==> src/rtl/core/mkh_pkg.sv <==
// Shared constants, types and arithmetic helpers for the key hasher.
package mkh_pkg;

  // Hash constants
  localparam logic [31:0] MixMul    = 32'h5bd1e995;
  localparam int unsigned MixShift  = 24;
  localparam int unsigned FinShiftA = 13;
  localparam int unsigned FinShiftB = 15;

  // Queue between the front and the back
  localparam int unsigned FifoDepth = 4;
  localparam int unsigned FifoPtrW  = $clog2(FifoDepth);
  localparam int unsigned FifoCntW  = $clog2(FifoDepth + 1);

  // Stream widths
  localparam int unsigned WordW     = 32;
  localparam int unsigned CountW    = 3;
  localparam int unsigned InDataW   = 40;  // word + count, padded to bytes
  localparam int unsigned OutDataW  = 32;

  // What the back end does with a queued word
  typedef enum logic [1:0] {
    KIND_BODY,       // full block, key continues
    KIND_BODY_LAST,  // full block, then finalise
    KIND_TAIL,       // one to three tail bytes, then finalise
    KIND_EMPTY       // nothing to mix, only finalise
  } mkh_kind_e;

  typedef struct packed {
    mkh_kind_e         kind;
    logic [WordW-1:0]  k;
  } mkh_entry_t;

  typedef enum logic [1:0] {
    ST_MIX,
    ST_FIN_MUL,
    ST_FIN_OUT
  } mkh_state_e;

  // Low 32 bits of a 32 x 32 product
  function automatic logic [WordW-1:0] mul32(input logic [WordW-1:0] a,
                                             input logic [WordW-1:0] b);
    logic [2*WordW-1:0] prod;
    prod = {{WordW{1'b0}}, a} * {{WordW{1'b0}}, b};
    return prod[WordW-1:0];
  endfunction

  // Keeps the valid tail bytes of a short last word
  function automatic logic [WordW-1:0] tail_mask(input logic [CountW-1:0] cnt);
    logic [WordW-1:0] m;
    case (cnt)
      3'd1:    m = 32'h0000_00ff;
      3'd2:    m = 32'h0000_ffff;
      3'd3:    m = 32'h00ff_ffff;
      default: m = 32'h0000_0000;
    endcase
    return m;
  endfunction

endpackage

==> src/rtl/core/mkh_front.sv <==
// Front end: accepts key words, classifies them and premixes the block value k.
module mkh_front (
  input  logic                          clk_i,
  input  logic                          rst_ni,
  input  logic                          in_valid_i,
  output logic                          in_ready_o,
  input  logic [mkh_pkg::WordW-1:0]     word_i,
  input  logic [mkh_pkg::CountW-1:0]    count_i,
  input  logic                          last_i,
  output logic                          out_valid_o,
  input  logic                          out_ready_i,
  output mkh_pkg::mkh_entry_t           out_entry_o
);

  logic                       valid_a_q, valid_b_q;
  mkh_pkg::mkh_kind_e         kind_a_q;
  logic [mkh_pkg::WordW-1:0]  k_a_q;
  mkh_pkg::mkh_entry_t        entry_b_q;

  logic                       adv_a, adv_b;
  mkh_pkg::mkh_kind_e         kind_in;
  logic [mkh_pkg::WordW-1:0]  k_a_d, k_sh, k_b_d;

  // Stage advance: a stage moves when the one after it has room
  assign adv_b      = !valid_b_q || out_ready_i;
  assign adv_a      = !valid_a_q || adv_b;
  assign in_ready_o = adv_a;

  // Classify the incoming word
  always_comb begin
    if (!last_i) begin
      kind_in = mkh_pkg::KIND_BODY;
    end else if (count_i inside {[3'd4:3'd7]}) begin
      kind_in = mkh_pkg::KIND_BODY_LAST;
    end else if (count_i == '0) begin
      kind_in = mkh_pkg::KIND_EMPTY;
    end else begin
      kind_in = mkh_pkg::KIND_TAIL;
    end
  end

  // First multiply for blocks, byte mask for tails
  always_comb begin
    case (kind_in)
      mkh_pkg::KIND_BODY,
      mkh_pkg::KIND_BODY_LAST: k_a_d = mkh_pkg::mul32(word_i, mkh_pkg::MixMul);
      mkh_pkg::KIND_TAIL:      k_a_d = word_i & mkh_pkg::tail_mask(count_i);
      default:                 k_a_d = '0;
    endcase
  end

  // Shift-xor and second multiply for blocks
  assign k_sh = k_a_q ^ (k_a_q >> mkh_pkg::MixShift);
  always_comb begin
    case (kind_a_q)
      mkh_pkg::KIND_BODY,
      mkh_pkg::KIND_BODY_LAST: k_b_d = mkh_pkg::mul32(k_sh, mkh_pkg::MixMul);
      default:                 k_b_d = k_a_q;
    endcase
  end

  // Stage valid bits
  always_ff @(posedge clk_i or negedge rst_ni) begin
    if (!rst_ni) begin
      valid_a_q <= 1'b0;
      valid_b_q <= 1'b0;
    end else begin
      if (adv_a) begin
        valid_a_q <= in_valid_i;
      end
      if (adv_b) begin
        valid_b_q <= valid_a_q;
      end
    end
  end

  // Stage payloads
  always_ff @(posedge clk_i) begin
    if (adv_a && in_valid_i) begin
      kind_a_q <= kind_in;
      k_a_q    <= k_a_d;
    end
    if (adv_b && valid_a_q) begin
      entry_b_q.kind <= kind_a_q;
      entry_b_q.k    <= k_b_d;
    end
  end

  assign out_valid_o = valid_b_q;
  assign out_entry_o = entry_b_q;

  // A stalled second stage keeps its word
  a_hold_b: assert property (@(posedge clk_i) disable iff (!rst_ni)
    (valid_b_q && !out_ready_i) |=> (valid_b_q && $stable(entry_b_q)))
    else $error("front stage B lost its word under stall");

  // A stalled first stage keeps its word
  a_hold_a: assert property (@(posedge clk_i) disable iff (!rst_ni)
    (valid_a_q && valid_b_q && !out_ready_i) |=> (valid_a_q && $stable(k_a_q)))
    else $error("front stage A lost its word under stall");

endmodule

==> src/rtl/core/mkh_fifo.sv <==
// Short queue of classified words between the front and the back.
module mkh_fifo (
  input  logic                 clk_i,
  input  logic                 rst_ni,
  input  logic                 push_valid_i,
  output logic                 push_ready_o,
  input  mkh_pkg::mkh_entry_t  push_entry_i,
  output logic                 pop_valid_o,
  input  logic                 pop_ready_i,
  output mkh_pkg::mkh_entry_t  pop_entry_o
);

  mkh_pkg::mkh_entry_t                entries_q [mkh_pkg::FifoDepth];
  logic [mkh_pkg::FifoPtrW-1:0]       wr_ptr_q, rd_ptr_q;
  logic [mkh_pkg::FifoCntW-1:0]       count_q;
  logic                               push, pop;

  assign push_ready_o = (count_q != mkh_pkg::FifoCntW'(mkh_pkg::FifoDepth));
  assign pop_valid_o  = (count_q != '0);
  assign push         = push_valid_i && push_ready_o;
  assign pop          = pop_valid_o && pop_ready_i;
  assign pop_entry_o  = entries_q[rd_ptr_q];

  // Pointers and fill level
  always_ff @(posedge clk_i or negedge rst_ni) begin
    if (!rst_ni) begin
      wr_ptr_q <= '0;
      rd_ptr_q <= '0;
      count_q  <= '0;
    end else begin
      if (push) begin
        wr_ptr_q <= wr_ptr_q + 1'b1;
      end
      if (pop) begin
        rd_ptr_q <= rd_ptr_q + 1'b1;
      end
      case ({push, pop})
        2'b10:   count_q <= count_q + 1'b1;
        2'b01:   count_q <= count_q - 1'b1;
        default: count_q <= count_q;
      endcase
    end
  end

  // Entry storage
  always_ff @(posedge clk_i) begin
    if (push) begin
      entries_q[wr_ptr_q] <= push_entry_i;
    end
  end

  a_cnt_bound: assert property (@(posedge clk_i) disable iff (!rst_ni)
    count_q <= mkh_pkg::FifoCntW'(mkh_pkg::FifoDepth))
    else $error("queue fill level beyond depth");

  // Pointer distance always matches the fill level
  a_ptr_count: assert property (@(posedge clk_i) disable iff (!rst_ni)
    (wr_ptr_q - rd_ptr_q) == count_q[mkh_pkg::FifoPtrW-1:0])
    else $error("queue pointers disagree with fill level");

endmodule

==> src/rtl/core/mkh_back.sv <==
// Back end: running hash recurrence, tail mixing, finaliser and output register.
module mkh_back (
  input  logic                          clk_i,
  input  logic                          rst_ni,
  input  logic                          in_valid_i,
  output logic                          in_ready_o,
  input  mkh_pkg::mkh_entry_t           in_entry_i,
  output logic                          out_valid_o,
  input  logic                          out_ready_i,
  output logic [mkh_pkg::WordW-1:0]     out_hash_o
);

  mkh_pkg::mkh_state_e        state_q, state_d;
  logic [mkh_pkg::WordW-1:0]  h_q, h_d;
  logic                       out_valid_q, out_valid_d;
  logic [mkh_pkg::WordW-1:0]  out_hash_q, out_hash_d;
  logic                       out_free;

  assign out_free = !out_valid_q || out_ready_i;

  // Next state, hash update and output load
  always_comb begin
    state_d     = state_q;
    h_d         = h_q;
    out_valid_d = out_valid_q && !out_ready_i;
    out_hash_d  = out_hash_q;
    in_ready_o  = 1'b0;
    case (state_q)
      mkh_pkg::ST_MIX: begin
        in_ready_o = 1'b1;
        if (in_valid_i) begin
          case (in_entry_i.kind)
            mkh_pkg::KIND_BODY: begin
              h_d = mkh_pkg::mul32(h_q, mkh_pkg::MixMul) ^ in_entry_i.k;
            end
            mkh_pkg::KIND_BODY_LAST: begin
              h_d     = mkh_pkg::mul32(h_q, mkh_pkg::MixMul) ^ in_entry_i.k;
              state_d = mkh_pkg::ST_FIN_MUL;
            end
            mkh_pkg::KIND_TAIL: begin
              h_d     = mkh_pkg::mul32(h_q ^ in_entry_i.k, mkh_pkg::MixMul);
              state_d = mkh_pkg::ST_FIN_MUL;
            end
            default: begin
              state_d = mkh_pkg::ST_FIN_MUL;
            end
          endcase
        end
      end
      mkh_pkg::ST_FIN_MUL: begin
        h_d     = mkh_pkg::mul32(h_q ^ (h_q >> mkh_pkg::FinShiftA), mkh_pkg::MixMul);
        state_d = mkh_pkg::ST_FIN_OUT;
      end
      mkh_pkg::ST_FIN_OUT: begin
        // Last shift-xor goes straight into the output register
        if (out_free) begin
          out_valid_d = 1'b1;
          out_hash_d  = h_q ^ (h_q >> mkh_pkg::FinShiftB);
          h_d         = '0;
          state_d     = mkh_pkg::ST_MIX;
        end
      end
      default: begin
        state_d = mkh_pkg::ST_MIX;
      end
    endcase
  end

  // Control and running hash
  always_ff @(posedge clk_i or negedge rst_ni) begin
    if (!rst_ni) begin
      state_q     <= mkh_pkg::ST_MIX;
      h_q         <= '0;
      out_valid_q <= 1'b0;
    end else begin
      state_q     <= state_d;
      h_q         <= h_d;
      out_valid_q <= out_valid_d;
    end
  end

  // Output word
  always_ff @(posedge clk_i) begin
    out_hash_q <= out_hash_d;
  end

  assign out_valid_o = out_valid_q;
  assign out_hash_o  = out_hash_q;

  // Emitting a hash clears the running hash for the next key
  a_clear: assert property (@(posedge clk_i) disable iff (!rst_ni)
    (state_q == mkh_pkg::ST_FIN_OUT && out_free) |=> (h_q == '0))
    else $error("running hash not cleared after emit");

  // A new result word only comes from the output state
  a_emit_src: assert property (@(posedge clk_i) disable iff (!rst_ni)
    (out_valid_q && !$past(out_valid_q && !out_ready_i))
      |-> $past(state_q == mkh_pkg::ST_FIN_OUT))
    else $error("result word appeared outside the output state");

endmodule

==> src/rtl/core/murmur2_key_hash.sv <==
// Top level: streaming 32-bit MurmurHash2 over little-endian key words.
// A last word passes the premix stages, the queue, the mix, the finalise multiply and
//   the output register before its hash is shown.
// Throughput: one non-last word per cycle while nothing stalls; each key end holds the
//   back end through the finalise multiply and output steps that follow the mix.
// Reset clears the running hash, the premix stages, the queue and the output valid.
module murmur2_key_hash (
  input  logic                            clk_i,
  input  logic                            rst_ni,
  input  logic                            s_axis_tvalid,
  output logic                            s_axis_tready,
  input  logic [mkh_pkg::InDataW-1:0]     s_axis_tdata,  // data_word[31:0], byte_count[34:32]
  input  logic                            s_axis_tlast,
  output logic                            m_axis_tvalid,
  input  logic                            m_axis_tready,
  output logic [mkh_pkg::OutDataW-1:0]    m_axis_tdata   // hash_value[31:0]
);

  logic                 q_push_valid, q_push_ready;
  mkh_pkg::mkh_entry_t  q_push_entry;
  logic                 q_pop_valid, q_pop_ready;
  mkh_pkg::mkh_entry_t  q_pop_entry;
  logic [mkh_pkg::InDataW-1:mkh_pkg::WordW+mkh_pkg::CountW] unused_pad;

  assign unused_pad = s_axis_tdata[mkh_pkg::InDataW-1:mkh_pkg::WordW+mkh_pkg::CountW];

  mkh_front u_front (
    .clk_i       (clk_i),
    .rst_ni      (rst_ni),
    .in_valid_i  (s_axis_tvalid),
    .in_ready_o  (s_axis_tready),
    .word_i      (s_axis_tdata[mkh_pkg::WordW-1:0]),
    .count_i     (s_axis_tdata[mkh_pkg::WordW+mkh_pkg::CountW-1:mkh_pkg::WordW]),
    .last_i      (s_axis_tlast),
    .out_valid_o (q_push_valid),
    .out_ready_i (q_push_ready),
    .out_entry_o (q_push_entry)
  );

  mkh_fifo u_fifo (
    .clk_i        (clk_i),
    .rst_ni       (rst_ni),
    .push_valid_i (q_push_valid),
    .push_ready_o (q_push_ready),
    .push_entry_i (q_push_entry),
    .pop_valid_o  (q_pop_valid),
    .pop_ready_i  (q_pop_ready),
    .pop_entry_o  (q_pop_entry)
  );

  mkh_back u_back (
    .clk_i       (clk_i),
    .rst_ni      (rst_ni),
    .in_valid_i  (q_pop_valid),
    .in_ready_o  (q_pop_ready),
    .in_entry_i  (q_pop_entry),
    .out_valid_o (m_axis_tvalid),
    .out_ready_i (m_axis_tready),
    .out_hash_o  (m_axis_tdata)
  );

endmodule
==> config.mk <==
export PLATFORM = sky130hd
export DESIGN_NAME = murmur2_key_hash
export DESIGN_NICKNAME = d
export VERILOG_FILES = /design/src/rtl/core/mkh_pkg.sv /design/src/rtl/core/mkh_front.sv /design/src/rtl/core/mkh_fifo.sv /design/src/rtl/core/mkh_back.sv /design/src/rtl/core/murmur2_key_hash.sv
export SDC_FILE = /design/constraint.sdc
export NUM_CORES = 2
export LEC_CHECK = 0
export ABC_AREA = 1
export BUFFER_PORTS_ARGS = -buffer_cell sky130_fd_sc_hd__buf_4
export CORE_AREA = 2 2 446 448
export CTS_CLUSTER_SIZE = 14
export DETAILED_ROUTE_END_ITERATION = 12
export DIE_AREA = 0 0 448 450
export GPL_TIMING_DRIVEN = 0
export MAX_ROUTING_LAYER = met4
export PLACE_DENSITY = 0.45
export SLEW_MARGIN = 20
export SYNTH_ARGS = -nofsm -noshare
export SYNTH_HDL_FRONTEND = slang
export SYNTH_HIERARCHICAL = 1
export SYNTH_SLANG_ARGS = --single-unit
==> constraint.sdc <==
create_clock -name clk_i -period 10.3 [get_ports clk_i]
set_input_delay 1.03 -clock clk_i [delete_from_list [all_inputs] [get_ports clk_i]]
set_output_delay 1.03 -clock clk_i [all_outputs]
set_load 0.02 [all_outputs]
Word-level counts from Yosys, hierarchy flattened
Memory sizes are Yosys's and may differ from the RTL's.
Cells that the tools add are included.
{ "totals": {"register_bits": 144, "mem_bits_rw": 136, "input_bits": 45, "word_cells": 96, "n_memories": 1} }
{ "mem_list": {"columns": ["name", "words", "word_bits", "rd", "rd_clocked_by_memory_dff", "write_ports", "line_no", "source"], "rows": [
  ["u_fifo.entries_q", 4, 34, 1, 0, 1, "mkh_fifo.sv:13", "mkh_pkg::mkh_entry_t entries_q [mkh_pkg::FifoDepth];"]
]} }
{ "op_classes": {"addsub": 4, "mul": 5, "order_cmp": 2, "eq_ne": 17, "muxes": 21, "bitwise": 6, "n_reduce_logical": 27} }
{ "ops": {"columns": ["cell", "n"], "rows": [
  ["multiplier 32 x 31 -> 32 bit, second input constant", 5],
  ["2-to-1 mux 32 bit", 4],
  ["one-hot mux 32 bit (2 select lines)", 2],
  ["one-hot mux 32 bit (3 select lines)", 1],
  ["one-hot mux 24 bit (3 select lines)", 1],
  ["XOR 32 bit", 2],
  ["bitwise AND 32 bit", 1],
  ["XOR 32 x 17 -> 32 bit", 1],
  ["XOR 32 x 19 -> 32 bit", 1],
  ["XOR 32 x 8 -> 32 bit", 1],
  ["equality test 2 x 1 -> 1 bit, second input constant", 5],
  ["2-to-1 mux 2 bit", 5],
  ["equality test 2 bit, second input constant", 4],
  ["zero test 2 bit", 4],
  ["equality test 3 x 2 -> 1 bit, second input constant", 2],
  ["logical AND 1 bit", 6],
  ["2-to-1 mux 1 bit", 6],
  ["inequality test 3 bit, second input constant", 2],
  ["one-hot mux 2 bit (3 select lines)", 1],
  ["one-hot mux 3 bit (2 select lines)", 1],
  ["nonzero test 3 bit", 2],
  ["OR reduction 2 bit", 3],
  ["adder 2 x 1 -> 2 bit, second input constant", 2],
  ["zero test 1 bit", 4],
  ["other kinds (13)", 16]
]} }

Depth between registers and ports, before layout
{ "depth": {"depth_word": 8, "ltp_mapped": 42, "depth_no_buf": 40} }

Cells and area by module
Netlist, hierarchy kept.
{ "modules_own_cells": {"columns": ["module", "n_inst", "cells_each", "area_each_um2", "seq_area_each_um2"], "rows": [
  ["mkh_back", 1, 3746, 31347.6, 1836.8],
  ["mkh_front", 1, 2468, 21501.9, 2092.0],
  ["mkh_fifo", 1, 456, 5916.9, 4259.1]
]} }

Worst setup path before layout
No wires, ideal clock.
{ "synth_path": {"kind": "register to register", "start": "register u_fifo/rd_ptr_q[0] (netlist name)", "end": "register u_back/h_q[28] (netlist name)", "arrival_time_ns": 7.006, "required_ns": 10.223, "setup_slack_ns": 3.217, "path_stages_with_launch": 37, "n_path_buf": 2, "cell_sequence": "dfrtp_1 > inv_2 > buf_6 > clkbuf_8 > nand2_1 > o211ai_1 > nand2_1 > xor2_1 > xor2_1 > inv_1 > ha_1 > or2_2 > ha_1 > inv_1 > fa_1 > inv_1 > ha_1 > fa_1 > inv_1 > fa_1 > inv_1 > fa_1 > inv_1 > fa_1 > inv_1 > ha_1 > a21oi_1 > o21ai_0 > a21oi_1 > nand3_1 > a21oi_1 > o21ai_0 > nand2_1 > nand2_1 > o21ai_0 > nand2_1 > a21oi_1"} }
{ "synth_rtl": {"columns": ["item", "line_no", "source"], "rows": [
  ["from (decl)", "mkh_fifo.sv:14", "logic [mkh_pkg::FifoPtrW-1:0] wr_ptr_q, rd_ptr_q;"],
  ["from (signal assigned)", "mkh_fifo.sv:35", "rd_ptr_q <= rd_ptr_q + 1'b1;"],
  ["to (signal assigned)", "mkh_back.sv:73", "h_q <= '0;"],
  ["to (signal assigned)", "mkh_back.sv:77", "h_q <= h_d;"],
  ["to (decl)", "mkh_back.sv:14", "logic [mkh_pkg::WordW-1:0] h_q, h_d;"]
]} }

Worst setup path after layout
{ "layout_path": {"start": "register u_back/h_q[10] (netlist name)", "end": "register u_back/h_q[31] (netlist name)"} }
{ "layout_between": {"elab_chain_cells": 5, "elab_cells_between_ends": 9} }
{ "layout_rtl": {"columns": ["item", "line_no", "source"], "rows": [
  ["XOR 32 bit / multiplier 32 x 31 -> 32 bit (equally long branches)", "mkh_back.sv:41, mkh_pkg.sv:44", null],
  ["multiplier 32 x 31 -> 32 bit / XOR 32 bit (equally long branches)", "mkh_pkg.sv:44, mkh_back.sv:34, mkh_back.sv:37", null],
  ["one-hot mux 32 bit (2 select lines)", "mkh_back.sv:32", "case (in_entry_i.kind)"],
  ["2-to-1 mux 32 bit", "mkh_back.sv:31", "if (in_valid_i) begin"],
  ["one-hot mux 32 bit (3 select lines) (*)", "mkh_back.sv:28", "case (state_q)"]
]} }
Every way passes the cells marked *; elsewhere a longest branch is shown, timed or not. The select of a mux whose other input is x is not followed.
A chain may end at the register's enable or synchronous reset.

==> results.toml <==
[clock_network]
htreeDepth = 2
cts_tree = "done"
cts.sinks = 280
clockBufferDepth = 3
cts_hold_buf = 0
cts_root_buffer = "clkbuf_16"
cts_resized = 0
cts_setup_buffers = 0
cts_buffers = 35
clk_pin_slew_ns = 0.06
insertion_delay_ns = 0.57

[finish]
filler_cell_count = 21018
nets = 8738
drive_gt1_share_pct = 4.50
area_delta_synth_final_pct = 9.22
diodes = 0

[drt]
firstDrtPassIters = 5
routed_wl_mm = 195
dr_total_vias = 42501
ant_nets = 0
avgViaCountPerCell = 4.49
drt_iter0_markers = 2242
wl_per_cell_um = 20.6
drc = 0

[floorplan]
pin_count = 79
row_count = 163
die_h_um = 450
initial_core_util_pct = 29.9
coreArea_um2 = 197000
die_w_um = 448
dieArea_um2 = 202000

[sta]
rsz0062_at_grt = "false"
slew_headroom_pct = 22.9
fmax_mhz = 107
worst_pin_slew_ns = 1.16
min_period_ns = 9.34
hold_violations = 0
setup-violations-final = 0
tns_ns = 0
timing.final.crit_share_pct = 90.7
finClkSkew_ns = 0.0354
slew_viol_final = 0

[worst_setup_path]
cpMostUsedCell = "inv_1"
crit_slowest_cell = "dfrtp_1"
crit_arrival_ns = 9.81
worstPathRequired_ns = 10.76
r2r_start = "u_back/h_q[10]"
startpoint_type = "flop"
worstSetupEndpointType = "flop"
cp_max_fo = 9
reg2reg_depth = 32
slowest_delay_ns = 0.89
rrSetupSlack_ns = 0.96
worstReg2RegEnd = "u_back/h_q[31]"
crit_start = "u_back/h_q[10]"
path_class = "flop to flop"
setup.worst_path.end = "u_back/h_q[31]"

[global_routing]
grt_pass1_wl_mm = 293
grt_antenna_before_repair = 0
grt_pass1_vias = 45784
grt_overflow = 0
grt_start_max_net_pins = 45
grt.total_usage_pct = 20.3

[synth]
postSynthAreaPerCell_um2 = 8.81
syn_inst = 6670
ys_seq_area_share_pct = 13.9
yosysTopAreaCell = "fa_1"
synth-seq-cells = 280
yosys_warnings = 6
netlist_area_um2 = 58800
syn_nets = 8616
synth-main-ff-cell = "edfxtp_1"
synth.area.top_cells = "fa_1 (30%), ha_1 (22%), inv_1 (13%)"
yosys.area.top_type_share_pct = 29.7
postSynth.asyncResetShare_pct = 15.7
synth.distinct_cells = 60
synth_edf_count = 236

[job]
maxCapViolations = 0

[place]
port_buffers = 73
hpwl_mm = 169
gp_congestion = 0.939

[outcome]
outcome = "finished clean"

[worst_hold_path]
hold_path.class = "flop to flop"
[per-layer routing]
layer | track usage (%) | share of wire, % | up-vias
li1 | - | - | 20449
met1 | 25.5 | 43 | 21107
met2 | 35.7 | 51 | 767
met3 | 1.19 | 2.9 | 178
met4 | 4.54 | 2.5 | 0
met5 | - | 0 | -
[layout make-up]
cell class | instances | area (µm²) | share of cell area [%]
buffer | 70 | 483 | 0.752
sequential | 280 | 8190 | 12.8
multi-input combinational | 4185 | 42300 | 65.8
clock inverter | 18 | 165 | 0.257
timing repair buffer | 85 | 810 | 1.26
clock buffer | 44 | 961 | 1.50
tap | 2640 | 3300 | 5.15
inverter | 2135 | 8010 | 12.5
[kinds of logic after synthesis]
logic type,after synthesis,share of synthesized area (%)
DFF,280,13.9
and+or+nand+nor,1441,10.3
AOI/OAI and AO/OA,590,5.76
adders and majority gates,1901,51.6
buffers and inverters,2205,14.5
xor gates and xnor gates,253,3.89
[state kept, by name (all words and copies together), names as in the netlist]
register,flops
u_front/out_entry_o,34
u_front/out_valid_o,1
u_fifo/wr_ptr_q,2
u_front/kind_a_q,2
u_front/k_a_q,32
u_back/h_q,32
u_back/out_hash_o,32
u_back/state_q,2
u_fifo/count_q,3
u_fifo/entries_q,136
u_back/out_valid_o,1
u_front/valid_a_q,1
u_fifo/rd_ptr_q,2
[layout by cell type, fill, tap and decap left out, types with 40 or more instances in the layout]
master	instances
inv_1	2112
ha_1	1028
nand2_1	905
fa_1	873
edfxtp_1	236
nor2_1	214
a21oi_1	214
nand3_1	177
o21ai_0	171
xor2_1	141
xnor2_1	92
buf_4	77
o211ai_1	72
dfrtp_1	40
[critical path, delay by kind of cell (launching register included)]
family	cells	cell delay [ns]
xor+xnor	1	0.76
buf+inv	9	1.44
compound gates	1	0.05
simple gates	12	2.08
fa+ha+maj	9	3.96
flops	1	0.89
[how the worst min path moves through the flow]
stage                                   start                       to  depth (start not counted)
after floorplan           u_front/kind_a_q[0]  u_front/out_entry_o[32]                          0
after global placement    u_front/kind_a_q[0]  u_front/out_entry_o[32]                          0
after detailed placement  u_front/kind_a_q[0]  u_front/out_entry_o[32]                          0
after CTS                 u_front/kind_a_q[0]  u_front/out_entry_o[32]                          0
after global routing      u_front/kind_a_q[0]  u_front/out_entry_o[32]                          0
final                     u_front/kind_a_q[0]  u_front/out_entry_o[32]                          0
[Yosys cell counts, drive strengths merged, types with 17 or more instances]
cell type / number
inv: 2131
ha: 1028
nand2: 924
fa: 873
edfxtp: 236
nor2: 226
a21oi: 222
o21ai: 196
nand3: 180
xor2: 150
xnor2: 103
o211ai: 72
or2: 48
dfrtp: 44
clkbuf: 38
buf: 32
a31oi: 24
nand4: 24
o21bai: 20
nor3: 17
[metrics by stage]
| stage | cell area (µm²) | cells | setup slack, ns | hold slack (ns) | utilization (%) |
|---|---|---|---|---|---|
| 6_report | 64200 | 9457 | 0.955 | 0.419 | 32.6 |
| 5_1_grt | 64200 | 9457 | 0.475 | 0.458 | 32.6 |
| 4_1_cts | 64200 | 9457 | 0.877 | 0.421 | 32.6 |
| 3_5_place_dp | 63000 | 9395 | 0.967 | 0.406 | 32.1 |
| 3_3_place_gp | 62600 | 9383 | 0.326 | 0.401 | 31.8 |
| 2_1_floorplan | 58800 | 6670 | 3.22 | 0.400 | - |
Power is not shown: default switching activity piles up to over one toggle a cycle in this logic, so the estimate is an artifact.
